<file path="src/hdl/autorange_ac_level_meter_assert.svh">
// ----------------------------------------------------------------------------
// Assertion macros for the autorange AC level meter
// Concurrent checks that compile away when SYNTHESIS is defined.
// ----------------------------------------------------------------------------
`ifndef AUTORANGE_AC_LEVEL_METER_ASSERT_SVH
`define AUTORANGE_AC_LEVEL_METER_ASSERT_SVH

`ifndef SYNTHESIS
// checked only while out of reset
`define ARALM_ASSERT(lbl, clk, rst_n, prop, msg) \
    lbl: assert property (@(posedge clk) disable iff (!rst_n) prop) else $error(msg);
// checked on every edge, reset included
`define ARALM_ASSERT_ALWAYS(lbl, clk, prop, msg) \
    lbl: assert property (@(posedge clk) prop) else $error(msg);
`else
`define ARALM_ASSERT(lbl, clk, rst_n, prop, msg)
`define ARALM_ASSERT_ALWAYS(lbl, clk, prop, msg)
`endif

`endif

</file>
<file path="src/hdl/aralm_pkg.sv">
// ----------------------------------------------------------------------------
// aralm_pkg
// Types, widths and constants of the autorange AC level meter.
// ----------------------------------------------------------------------------
package aralm_pkg;

    // window and sample format
    localparam int WINDOW_DEPTH = 64;
    localparam int SAMPLE_BITS  = 12;
    localparam int SAMPLE_W     = 12;
    localparam int SLOT_W       = $clog2(WINDOW_DEPTH);
    localparam int SUM_W        = SLOT_W + SAMPLE_BITS;
    localparam int SUM_MAX      = WINDOW_DEPTH * ((1 << SAMPLE_BITS) - 1);

    // mean to centi-mV: sum * 330000 / (depth << bits), depth a power of two
    localparam int FULL_SCALE   = 330000;
    localparam int FS_W         = 19;
    localparam int DEN_SHIFT    = SLOT_W + SAMPLE_BITS;
    localparam int DET_PROD_W   = SUM_W + FS_W;
    localparam int DET_W        = 19;

    // calibration
    localparam int SLOPE_W      = 18;
    localparam int OFFS_W       = 32;
    localparam int AMP_W        = 20;
    localparam int MUL_W        = DET_W + SLOPE_W;
    localparam int CAL_W        = MUL_W + 1;
    localparam int Q_FRAC       = 16;
    localparam logic [AMP_W-1:0] AMP_LIMIT = '1;

    // register file
    localparam int THR_W        = 12;
    localparam int REG_IDX_W    = 3;
    localparam int APB_AW       = REG_IDX_W + 2;
    localparam int APB_DW       = 32;

    localparam logic [REG_IDX_W-1:0] REG_FIRST_THR   = 3'd0;
    localparam logic [REG_IDX_W-1:0] REG_ON_BELOW    = 3'd1;
    localparam logic [REG_IDX_W-1:0] REG_OFF_ABOVE   = 3'd2;
    localparam logic [REG_IDX_W-1:0] REG_AMP_SLOPE   = 3'd3;
    localparam logic [REG_IDX_W-1:0] REG_AMP_OFFSET  = 3'd4;
    localparam logic [REG_IDX_W-1:0] REG_DIR_SLOPE   = 3'd5;
    localparam logic [REG_IDX_W-1:0] REG_DIR_OFFSET  = 3'd6;

    localparam logic [THR_W-1:0]   RST_FIRST_THR  = 12'd300;
    localparam logic [AMP_W-1:0]   RST_ON_BELOW   = 20'd10000;
    localparam logic [AMP_W-1:0]   RST_OFF_ABOVE  = 20'd13000;
    localparam logic [SLOPE_W-1:0] RST_AMP_SLOPE  = 18'd9240;
    localparam logic [OFFS_W-1:0]  RST_AMP_OFFSET = 32'd8266975;
    localparam logic [SLOPE_W-1:0] RST_DIR_SLOPE  = 18'd93923;
    localparam logic [OFFS_W-1:0]  RST_DIR_OFFSET = 32'd98868265;

    typedef enum logic [2:0] {
        ST_IDLE,
        ST_UPDATE,
        ST_SCALE,
        ST_CAL,
        ST_EMIT
    } t_state;

endpackage

</file>
<file path="src/hdl/aralm_ifs.sv">
// ----------------------------------------------------------------------------
// aralm interfaces
// Valid/ready channels for ADC sample words and meter result words.
// ----------------------------------------------------------------------------
interface aralm_sample_if;
    logic                          valid;
    logic                          ready;
    logic [aralm_pkg::SAMPLE_W-1:0] sample;

    modport source (output valid, output sample, input ready);
    modport sink   (input valid, input sample, output ready);
endinterface

interface aralm_result_if;
    logic                          valid;
    logic                          ready;
    logic [aralm_pkg::DET_W-1:0]   detector_centi_mv;
    logic [aralm_pkg::AMP_W-1:0]   input_centi_mvpp;
    logic                          gain_used;
    logic                          gain_next;

    modport source (output valid, output detector_centi_mv, output input_centi_mvpp,
                    output gain_used, output gain_next, input ready);
    modport sink   (input valid, input detector_centi_mv, input input_centi_mvpp,
                    input gain_used, input gain_next, output ready);
endinterface

</file>
<file path="src/hdl/autorange_ac_level_meter.sv">
// ----------------------------------------------------------------------------
// autorange_ac_level_meter
// Moving average of detector samples, calibration to input amplitude and
// hysteresis control of the gain relay.
// ----------------------------------------------------------------------------
//
//  channel    dir  handshake      word
//  i_sample   in   valid/ready    sample[11:0]
//  o_result   out  valid/ready    detector_centi_mv, input_centi_mvpp,
//                                 gain_used, gain_next
//  apb        in   psel/penable   7 registers at 4*i, pready tied high
//
//  One word at a time: accept, ring update, scale multiply, calibration
//  multiply, emit; the first word skips the ring update. A new sample word
//  is taken only after the last one has been emitted.
//  The next sample is taken while a result still waits in the output register;
//  emit stalls only when that register is still full.
//  Reset is synchronous; the ring needs no clearing pass: a fill flag makes
//  slots not yet written read as zero.
//
module autorange_ac_level_meter (
    input  logic                             i_clk,
    input  logic                             i_rst_n,
    aralm_sample_if.sink                     i_sample,
    aralm_result_if.source                   o_result,
    input  logic                             psel,
    input  logic                             penable,
    input  logic                             pwrite,
    input  logic [aralm_pkg::APB_AW-1:0]     paddr,
    input  logic [aralm_pkg::APB_DW-1:0]     pwdata,
    output logic [aralm_pkg::APB_DW-1:0]     prdata,
    output logic                             pready
);

    `include "autorange_ac_level_meter_assert.svh"

    // ------------------------------------------------------------------
    // register file
    // ------------------------------------------------------------------
    logic [aralm_pkg::THR_W-1:0]   r_first_thr;
    logic [aralm_pkg::AMP_W-1:0]   r_on_below;
    logic [aralm_pkg::AMP_W-1:0]   r_off_above;
    logic [aralm_pkg::SLOPE_W-1:0] r_amp_slope;
    logic [aralm_pkg::OFFS_W-1:0]  r_amp_offset;
    logic [aralm_pkg::SLOPE_W-1:0] r_dir_slope;
    logic [aralm_pkg::OFFS_W-1:0]  r_dir_offset;

    logic                             cfg_wr;
    logic [aralm_pkg::REG_IDX_W-1:0]  cfg_idx;

    assign pready  = 1'b1;
    assign cfg_wr  = psel & penable & pwrite & pready;
    assign cfg_idx = paddr[aralm_pkg::APB_AW-1:2];

    always_ff @(posedge i_clk) begin
        if (!i_rst_n) begin
            r_first_thr  <= aralm_pkg::RST_FIRST_THR;
            r_on_below   <= aralm_pkg::RST_ON_BELOW;
            r_off_above  <= aralm_pkg::RST_OFF_ABOVE;
            r_amp_slope  <= aralm_pkg::RST_AMP_SLOPE;
            r_amp_offset <= aralm_pkg::RST_AMP_OFFSET;
            r_dir_slope  <= aralm_pkg::RST_DIR_SLOPE;
            r_dir_offset <= aralm_pkg::RST_DIR_OFFSET;
        end else if (cfg_wr) begin
            unique case (cfg_idx)
                aralm_pkg::REG_FIRST_THR:  r_first_thr  <= pwdata[aralm_pkg::THR_W-1:0];
                aralm_pkg::REG_ON_BELOW:   r_on_below   <= pwdata[aralm_pkg::AMP_W-1:0];
                aralm_pkg::REG_OFF_ABOVE:  r_off_above  <= pwdata[aralm_pkg::AMP_W-1:0];
                aralm_pkg::REG_AMP_SLOPE:  r_amp_slope  <= pwdata[aralm_pkg::SLOPE_W-1:0];
                aralm_pkg::REG_AMP_OFFSET: r_amp_offset <= pwdata[aralm_pkg::OFFS_W-1:0];
                aralm_pkg::REG_DIR_SLOPE:  r_dir_slope  <= pwdata[aralm_pkg::SLOPE_W-1:0];
                aralm_pkg::REG_DIR_OFFSET: r_dir_offset <= pwdata[aralm_pkg::OFFS_W-1:0];
                default: ;  // unmapped index: write dropped
            endcase
        end
    end

    always_comb begin
        unique case (cfg_idx)
            aralm_pkg::REG_FIRST_THR:  prdata = aralm_pkg::APB_DW'(r_first_thr);
            aralm_pkg::REG_ON_BELOW:   prdata = aralm_pkg::APB_DW'(r_on_below);
            aralm_pkg::REG_OFF_ABOVE:  prdata = aralm_pkg::APB_DW'(r_off_above);
            aralm_pkg::REG_AMP_SLOPE:  prdata = aralm_pkg::APB_DW'(r_amp_slope);
            aralm_pkg::REG_AMP_OFFSET: prdata = r_amp_offset;
            aralm_pkg::REG_DIR_SLOPE:  prdata = aralm_pkg::APB_DW'(r_dir_slope);
            aralm_pkg::REG_DIR_OFFSET: prdata = r_dir_offset;
            default:                   prdata = '0;
        endcase
    end

    // ------------------------------------------------------------------
    // sequencer
    // ------------------------------------------------------------------
    aralm_pkg::t_state r_state, n_state;

    logic in_acc;      // sample word taken this edge
    logic ring_rd;     // read old slot
    logic ring_upd;    // write slot, update sum
    logic do_scale;
    logic do_cal;
    logic do_emit;
    logic out_free;
    logic r_out_valid;

    assign out_free = !r_out_valid || o_result.ready;

    always_ff @(posedge i_clk) begin
        if (!i_rst_n) begin
            r_state <= aralm_pkg::ST_IDLE;
        end else begin
            r_state <= n_state;
        end
    end

    logic r_seen_first;

    always_comb begin
        n_state         = r_state;
        i_sample.ready  = 1'b0;
        ring_rd         = 1'b0;
        ring_upd        = 1'b0;
        do_scale        = 1'b0;
        do_cal          = 1'b0;
        do_emit         = 1'b0;
        unique case (r_state)
            aralm_pkg::ST_IDLE: begin
                i_sample.ready = 1'b1;
                if (i_sample.valid) begin
                    // first word after reset only picks the range
                    ring_rd = r_seen_first;
                    n_state = r_seen_first ? aralm_pkg::ST_UPDATE : aralm_pkg::ST_SCALE;
                end
            end
            aralm_pkg::ST_UPDATE: begin
                ring_upd = 1'b1;
                n_state  = aralm_pkg::ST_SCALE;
            end
            aralm_pkg::ST_SCALE: begin
                do_scale = 1'b1;
                n_state  = aralm_pkg::ST_CAL;
            end
            aralm_pkg::ST_CAL: begin
                do_cal  = 1'b1;
                n_state = aralm_pkg::ST_EMIT;
            end
            aralm_pkg::ST_EMIT: begin
                if (out_free) begin
                    do_emit = 1'b1;
                    n_state = aralm_pkg::ST_IDLE;
                end
            end
            default: n_state = aralm_pkg::ST_IDLE;
        endcase
    end

    assign in_acc = i_sample.valid & i_sample.ready;

    // ------------------------------------------------------------------
    // sample ring: one read port, one write port, registered read
    // ------------------------------------------------------------------
    logic [aralm_pkg::SAMPLE_BITS-1:0] r_ring [aralm_pkg::WINDOW_DEPTH];
    logic [aralm_pkg::SAMPLE_BITS-1:0] r_rd_data;
    logic [aralm_pkg::SAMPLE_BITS-1:0] r_sample;
    logic [aralm_pkg::SLOT_W-1:0]      r_slot;
    logic                              r_full;   // ring has wrapped once
    logic [aralm_pkg::SUM_W-1:0]       r_sum;
    logic [aralm_pkg::SAMPLE_BITS-1:0] old_sample;
    logic [aralm_pkg::SAMPLE_BITS-1:0] new_sample;
    logic                              slot_last;

    assign new_sample = i_sample.sample[aralm_pkg::SAMPLE_BITS-1:0];
    assign old_sample = r_full ? r_rd_data : '0;
    assign slot_last  = (r_slot == aralm_pkg::SLOT_W'(aralm_pkg::WINDOW_DEPTH - 1));

    always_ff @(posedge i_clk) begin
        if (ring_rd) begin
            r_rd_data <= r_ring[r_slot];
        end
        if (ring_upd) begin
            r_ring[r_slot] <= r_sample;
        end
    end

    // read and write of a slot are in separate states, one word in flight:
    // no overlap on the same entry
    always_ff @(posedge i_clk) begin
        if (!i_rst_n) begin
            r_slot <= '0;
            r_full <= 1'b0;
            r_sum  <= '0;
        end else if (ring_upd) begin
            r_slot <= slot_last ? '0 : r_slot + 1'b1;
            r_full <= r_full | slot_last;
            r_sum  <= r_sum - aralm_pkg::SUM_W'(old_sample)
                            + aralm_pkg::SUM_W'(r_sample);
        end
    end

    // ------------------------------------------------------------------
    // gain range
    // ------------------------------------------------------------------
    logic r_gain_on;
    logic r_first_item;   // current word is the range-setting one

    always_ff @(posedge i_clk) begin
        if (in_acc) begin
            r_sample <= new_sample;
        end
    end

    logic [aralm_pkg::AMP_W-1:0] amp;

    always_ff @(posedge i_clk) begin
        if (!i_rst_n) begin
            r_gain_on    <= 1'b0;
            r_seen_first <= 1'b0;
            r_first_item <= 1'b0;
        end else if (in_acc) begin
            r_first_item <= !r_seen_first;
            if (!r_seen_first) begin
                r_seen_first <= 1'b1;
                r_gain_on    <= (new_sample < r_first_thr);
            end
        end else if (do_emit && !r_first_item) begin
            // on test wins when thresholds overlap
            if (amp < r_on_below) begin
                r_gain_on <= 1'b1;
            end else if (amp > r_off_above) begin
                r_gain_on <= 1'b0;
            end
        end
    end

    // ------------------------------------------------------------------
    // datapath: scale multiply, calibration multiply, offset and saturate
    // ------------------------------------------------------------------
    logic [aralm_pkg::DET_PROD_W-1:0] det_prod;
    logic [aralm_pkg::DET_W-1:0]      r_det;
    logic [aralm_pkg::SLOPE_W-1:0]    slope;
    logic [aralm_pkg::OFFS_W-1:0]     offs;
    logic [aralm_pkg::MUL_W-1:0]      r_mul;
    logic [aralm_pkg::CAL_W-1:0]      cal_sum;
    logic [aralm_pkg::CAL_W-aralm_pkg::Q_FRAC-1:0] cal_int;

    assign det_prod = aralm_pkg::DET_PROD_W'(r_sum)
                    * aralm_pkg::DET_PROD_W'(aralm_pkg::FULL_SCALE);
    assign slope    = r_gain_on ? r_amp_slope  : r_dir_slope;
    assign offs     = r_gain_on ? r_amp_offset : r_dir_offset;
    assign cal_sum  = aralm_pkg::CAL_W'(r_mul) + aralm_pkg::CAL_W'(offs);
    assign cal_int  = cal_sum[aralm_pkg::CAL_W-1:aralm_pkg::Q_FRAC];
    assign amp      = (cal_int > (aralm_pkg::CAL_W-aralm_pkg::Q_FRAC)'(aralm_pkg::AMP_LIMIT))
                    ? aralm_pkg::AMP_LIMIT : cal_int[aralm_pkg::AMP_W-1:0];

    always_ff @(posedge i_clk) begin
        if (do_scale) begin
            r_det <= aralm_pkg::DET_W'(det_prod >> aralm_pkg::DEN_SHIFT);
        end
        if (do_cal) begin
            r_mul <= aralm_pkg::MUL_W'(r_det) * aralm_pkg::MUL_W'(slope);
        end
    end

    // ------------------------------------------------------------------
    // output register
    // ------------------------------------------------------------------
    logic [aralm_pkg::DET_W-1:0] r_out_det;
    logic [aralm_pkg::AMP_W-1:0] r_out_amp;
    logic                        r_out_used;
    logic                        r_out_next;
    logic                        gain_after;

    // relay drive after this word
    assign gain_after = r_first_item     ? r_gain_on :
                        (amp < r_on_below) ? 1'b1 :
                        (amp > r_off_above) ? 1'b0 : r_gain_on;

    always_ff @(posedge i_clk) begin
        if (!i_rst_n) begin
            r_out_valid <= 1'b0;
        end else if (do_emit) begin
            r_out_valid <= 1'b1;
        end else if (o_result.ready) begin
            r_out_valid <= 1'b0;
        end
    end

    always_ff @(posedge i_clk) begin
        if (do_emit) begin
            r_out_det  <= r_det;
            r_out_amp  <= amp;
            r_out_used <= r_gain_on;
            r_out_next <= gain_after;
        end
    end

    assign o_result.valid             = r_out_valid;
    assign o_result.detector_centi_mv = r_out_det;
    assign o_result.input_centi_mvpp  = r_out_amp;
    assign o_result.gain_used         = r_out_used;
    assign o_result.gain_next         = r_out_next;

    // ------------------------------------------------------------------
    // assertions
    // ------------------------------------------------------------------
    `ARALM_ASSERT(a_sum_bound, i_clk, i_rst_n,
        r_sum <= aralm_pkg::SUM_W'(aralm_pkg::SUM_MAX), "running sum out of range")
    `ARALM_ASSERT(a_first_skips_ring, i_clk, i_rst_n,
        (in_acc && !r_seen_first) |=> (r_slot == $past(r_slot)), "first word touched ring")
    `ARALM_ASSERT(a_rise_from_emit, i_clk, i_rst_n,
        $rose(o_result.valid) |-> $past(r_state == aralm_pkg::ST_EMIT), "result without emit")
    `ARALM_ASSERT_ALWAYS(a_reset_clears_out, i_clk,
        !i_rst_n |=> !o_result.valid, "result valid after reset")

endmodule

</file>
<file path="src/flat_wrapper.sv">
// flat-port wrapper written by rule: the top's interface ports become plain ports
module autorange_ac_level_meter_flat 
  (i_clk, i_rst_n, psel, penable, pwrite, paddr, pwdata, prdata, pready, i_sample_valid, i_sample_sample, i_sample_ready, o_result_valid, o_result_detector_centi_mv, o_result_input_centi_mvpp, o_result_gain_used, o_result_gain_next, o_result_ready);
  aralm_sample_if i_sample_i ();
  aralm_result_if o_result_i ();
  input  logic i_clk;
  input  logic i_rst_n;
  input  logic psel;
  input  logic penable;
  input  logic pwrite;
  input  logic [aralm_pkg::APB_AW-1:0] paddr;
  input  logic [aralm_pkg::APB_DW-1:0] pwdata;
  output logic [aralm_pkg::APB_DW-1:0] prdata;
  output logic pready;
  input wire logic [$bits(i_sample_i.valid)-1:0] i_sample_valid;
  input wire logic [$bits(i_sample_i.sample)-1:0] i_sample_sample;
  output wire logic [$bits(i_sample_i.ready)-1:0] i_sample_ready;
  output wire logic [$bits(o_result_i.valid)-1:0] o_result_valid;
  output wire logic [$bits(o_result_i.detector_centi_mv)-1:0] o_result_detector_centi_mv;
  output wire logic [$bits(o_result_i.input_centi_mvpp)-1:0] o_result_input_centi_mvpp;
  output wire logic [$bits(o_result_i.gain_used)-1:0] o_result_gain_used;
  output wire logic [$bits(o_result_i.gain_next)-1:0] o_result_gain_next;
  input wire logic [$bits(o_result_i.ready)-1:0] o_result_ready;
  assign i_sample_i.valid = i_sample_valid;
  assign i_sample_i.sample = i_sample_sample;
  assign i_sample_ready = i_sample_i.ready;
  assign o_result_valid = o_result_i.valid;
  assign o_result_detector_centi_mv = o_result_i.detector_centi_mv;
  assign o_result_input_centi_mvpp = o_result_i.input_centi_mvpp;
  assign o_result_gain_used = o_result_i.gain_used;
  assign o_result_gain_next = o_result_i.gain_next;
  assign o_result_i.ready = o_result_ready;
  autorange_ac_level_meter u_core (.i_clk(i_clk), .i_rst_n(i_rst_n), .i_sample(i_sample_i), .o_result(o_result_i), .psel(psel), .penable(penable), .pwrite(pwrite), .paddr(paddr), .pwdata(pwdata), .prdata(prdata), .pready(pready));
endmodule
</file>
<file path="config.mk">
export PLATFORM = sky130hd
export DESIGN_NAME = autorange_ac_level_meter_flat
export DESIGN_NICKNAME = d
export VERILOG_FILES = /design/src/hdl/aralm_pkg.sv /design/src/hdl/aralm_ifs.sv /design/src/hdl/autorange_ac_level_meter.sv /design/src/flat_wrapper.sv
export VERILOG_INCLUDE_DIRS = /design/src /design/src/hdl
export SDC_FILE = /design/constraint.sdc
export NUM_CORES = 2
export LEC_CHECK = 0
export ABC_AREA = 1
export BUFFER_PORTS_ARGS = -buffer_cell sky130_fd_sc_hd__buf_4
export CORE_MARGIN = 4
export CORE_UTILIZATION = 64
export CTS_CLUSTER_SIZE = 16
export DETAILED_ROUTE_END_ITERATION = 8
export GPL_TIMING_DRIVEN = 0
export PLACE_DENSITY = 0.83
export SLEW_MARGIN = 20
export SYNTH_ARGS = -nofsm -noshare
export SYNTH_HDL_FRONTEND = slang
export SYNTH_SLANG_ARGS = --single-unit
</file>
<file path="constraint.sdc">
create_clock -name i_clk -period 7.3 [get_ports i_clk]
set_input_delay 0.365 -clock i_clk [delete_from_list [all_inputs] [get_ports i_clk]]
set_output_delay 0.365 -clock i_clk [all_outputs]
set_load 0.02 [all_outputs]
</file>
==> reports/metrics.yaml <==
status: "finished clean"
async_flop_share_pct: 0
synth_top_flop_cell: "sky130_fd_sc_hd__edfxtp_1"
clock-sinks: 1073
nets: 6238
multi_input_area_mm2: 0.0242
post_synth_inst_count: 5181
post_dp_cell_area_mm2: 0.0612
grt_antenna_before_repair: 10
die_footprint_mm2: 0.0955
synth_area_leaders: "sky130_fd_sc_hd__edfxtp_1, sky130_fd_sc_hd__fa_1, sky130_fd_sc_hd__ha_1"
timing.max_slew.rel_slack_pct: 14.0
worst-slew-pin-transition_ns: 1.29
cts_tree: "done"
cts.reportedPaths.clkPinSlew_ns: 0.06
crit_arrival_ns: 7.53
drt_drc_violations_left: 0
final_hold_viol_count: 0
reg2reg_to: "u_core.r_mul[32]"
synthesis.yosys.warnings: 0
first_global_vias: 44084
drv_slew: 0
maxClockFrequency_ghz: 0.140
globalRouteTotalUtil_pct: 41.0
final_common_cell: "sky130_fd_sc_hd__edfxtp_1"
final.min_clock_period_ns: 7.12
cp-end-kind: "register"
die_width_um: 309
post_synth_instance_area_mm2: 0.0580
cts-buffers-inserted: 107
grt_setup_unrepaired: "true"
synth_top_area_share_pct: 46.0
detailed_place_hpwl_um: 135000
dr_total_vias: 44530
detail_route.wirelength_um: 196000
critPathLaunchType: "register"
worst_skew_ns: 0.0530
layout.filler_cells: 5999
reg2reg_slack_ns: 0.18
setup_viol_count_final: 0
max-cap-violations: 0
antenna_left: 0
sink_of_the_worst_hold_path: "u_core.r_state[2]"
hp-start: "o_result_ready"
layout.cells.most_common_list: "sky130_fd_sc_hd__edfxtp_1, sky130_fd_sc_hd__nand2_1, sky130_fd_sc_hd__inv_1, sky130_fd_sc_hd__ha_1, sky130_fd_sc_hd__fa_1"
ys_seq_elements: 1073
required_worst_endpoint_ns: 7.71
initial_core_util_pct: 64.5
die_h_um: 309
detail_route.first_pass.iterations: 9
setup_tns_ns: 0
ff2ff_path_depth: 27
fp-row-count: 110
drive_above_1_share_pct: 11.2
design.core.area_mm2: 0.0900
hold_ws_ns: 0.0715
grt_overflow_total: 0
layout_stage_area_growth_over_the_synthesis_result_pct: 13.0
detail_route.vias_per_cell: 6.56
yosysSeqAreaShare_pct: 52.4
synth_edf_count: 889
crit_path_max_fanout: 10
drt_iter0_markers: 7022
grt_max_degree: 32
global_route_wire_length_before_repair_um: 283000
globalplace.congestion: 1.03
worstReg2RegStart: "u_core.r_gain_on"
top_level_ports: 132
clkLatencyLatePin_ns: 0.73
clockRootBuffer: "sky130_fd_sc_hd__clkbuf_16"
synth_fp_nets: 5906
worst_hold_path.num_cells: 4
synthesis.area_per_instance_um2: 11.2
place.port_buffers: 127
regArea_mm2: 0.0304
ctsHtreeMaxLevel: 3
detail_route.wl_per_cell_um: 28.8
stdcell_area_mm2: 0.0656
ctsLongestPathBuffers: 3
netlist-cell-type-count: 65
setup.worst_path.class: "register to register"
yosysTopAreaCell: "sky130_fd_sc_hd__edfxtp_1"
final.period_utilization_pct: 97.5
worstHoldPathType: "input port to register"
## critical path, cell delays in order, from the launching register on
cell                         delay [ns]
sky130_fd_sc_hd__dfxtp_2           0.35
sky130_fd_sc_hd__buf_4             0.18
sky130_fd_sc_hd__inv_4             0.09
sky130_fd_sc_hd__buf_2             0.30
sky130_fd_sc_hd__nand2_1           0.09
sky130_fd_sc_hd__nand2_1           0.46
sky130_fd_sc_hd__clkinvlp_4        0.20
sky130_fd_sc_hd__buf_4             0.21
sky130_fd_sc_hd__nand2_1           0.10
sky130_fd_sc_hd__fa_1              0.44
sky130_fd_sc_hd__fa_1              0.49
sky130_fd_sc_hd__inv_1             0.05
sky130_fd_sc_hd__fa_1              0.48
sky130_fd_sc_hd__inv_1             0.05
sky130_fd_sc_hd__fa_1              0.45
sky130_fd_sc_hd__fa_1              0.49
sky130_fd_sc_hd__inv_1             0.06
sky130_fd_sc_hd__fa_1              0.49
sky130_fd_sc_hd__ha_1              0.37
sky130_fd_sc_hd__a21oi_1           0.16
sky130_fd_sc_hd__inv_1             0.08
sky130_fd_sc_hd__a21oi_1           0.16
sky130_fd_sc_hd__nand2_2           0.13
sky130_fd_sc_hd__a21boi_2          0.19
sky130_fd_sc_hd__o21ai_2           0.12
sky130_fd_sc_hd__a21boi_2          0.23
sky130_fd_sc_hd__o21ai_0           0.13
sky130_fd_sc_hd__xor2_1            0.21
## worst max path at each step
stage                          start                to  slack [ns]  cells past startpoint
floorplan           u_core.r_gain_on  u_core.r_mul[25]        1.03                     28
global placement      o_result_ready  u_core.r_gain_on       -1.61                      7
detailed placement  u_core.r_gain_on  u_core.r_mul[35]       -0.75                     23
CTS                 u_core.r_gain_on  u_core.r_mul[35]      -0.006                     25
global route        u_core.r_gain_on  u_core.r_mul[35]       -0.03                     23
finish              u_core.r_gain_on  u_core.r_mul[32]        0.18                     27
## layer usage
| metal | GRT usage, % | wire length [um] | vias up | share of wire (%) |
|---|---|---|---|---|
| li1 | - | - | 18622 | - |
| met1 | 49.4 | 64600 | 21278 | 33 |
| met2 | 63.1 | 87000 | 3579 | 44 |
| met3 | 11.4 | 25000 | 1037 | 13 |
| met4 | 31.4 | 18800 | 14 | 9.6 |
| met5 | 0 | 83 | - | 0.042 |
## registers in the layout, summed over array words and instances (netlist names), 19 cells and up
signal / count
u_core.r_ring: 768
u_core.r_mul: 37
u_core.r_amp_offset: 32
u_core.r_dir_offset: 32
u_core.o_result.input_centi_mvpp: 20
u_core.r_off_above: 20
u_core.r_on_below: 20
u_core.o_result.detector_centi_mv: 19
u_core.r_det: 19
## per-stage QoR
| stage | utilization (%) | setup slack [ns] | cells |
|---|---|---|---|
| 2_1_floorplan | - | 1.03 | 5181 |
| 3_3_place_gp | 67.1 | -1.61 | 6484 |
| 3_5_place_dp | 68.0 | -0.752 | 6528 |
| 4_1_cts | 72.6 | -0.00574 | 6769 |
| 5_1_grt | 72.8 | -0.0260 | 6780 |
| 6_report | 72.9 | 0.182 | 6786 |
## kinds of logic (layout without fill, tap and decap cells)
kind of cell	count (synthesis)	count (layout)	synth area share, %
buffers and inverters	950	1373	6.50
AOI/OAI and AO/OA	1015	1015	11.5
adders and majority gates	669	669	18.5
DFF	1073	1073	52.4
xor gates and xnor gates	74	74	1.12
other	1	7	0.00646
and+or+nand+nor	1399	1399	10.0
## cells in the mapped netlist (all sizes together), types with 2 or more instances
cell type  number
o21a           10
o211ai         20
inv           744
nor4            6
a41oi           4
clkinv          7
nor3           29
dfxtp         184
a31oi          17
a21boi         11
o22ai          23
a2111o          2
a211oi         10
edfxtp        889
ha            354
o2111ai         8
nand3          85
a21o           11
o21ai         262
nor3b           3
xor2           46
clkbuf        111
o221ai         13
nand4          84
fa            315
a31o            2
o31ai           6
nor2          327
a22o           82
o21bai          6
nand2         859
a21oi         288
a22oi         130
a221oi        108
buf            88
xnor2          28
## cell type report
type | count | area share [%]
sequential | 1073 | 46.3
multi-input combinational | 3158 | 36.9
clock buffer | 131 | 4.38
inverter | 751 | 4.33
timing repair buffer | 227 | 3.25
tap | 1176 | 2.24
buffer | 194 | 1.47
clock inverter | 69 | 1.03
antenna | 6 | 0.0229
timing repair inverter | 1 | 0.00763
## timing repair
action                                  4_1_cts  5_1_grt
pin swaps                                     0        3
endpoints found under the setup margin       18       15
cloned                                        0        1
hold endpoints to repair                     91        0
buffers inserted                              0       12
hold buffers                                 44        0
resized for setup                            31       44
Power is not shown: default switching activity piles up to over one toggle a cycle in this logic, so the estimate is an artifact.
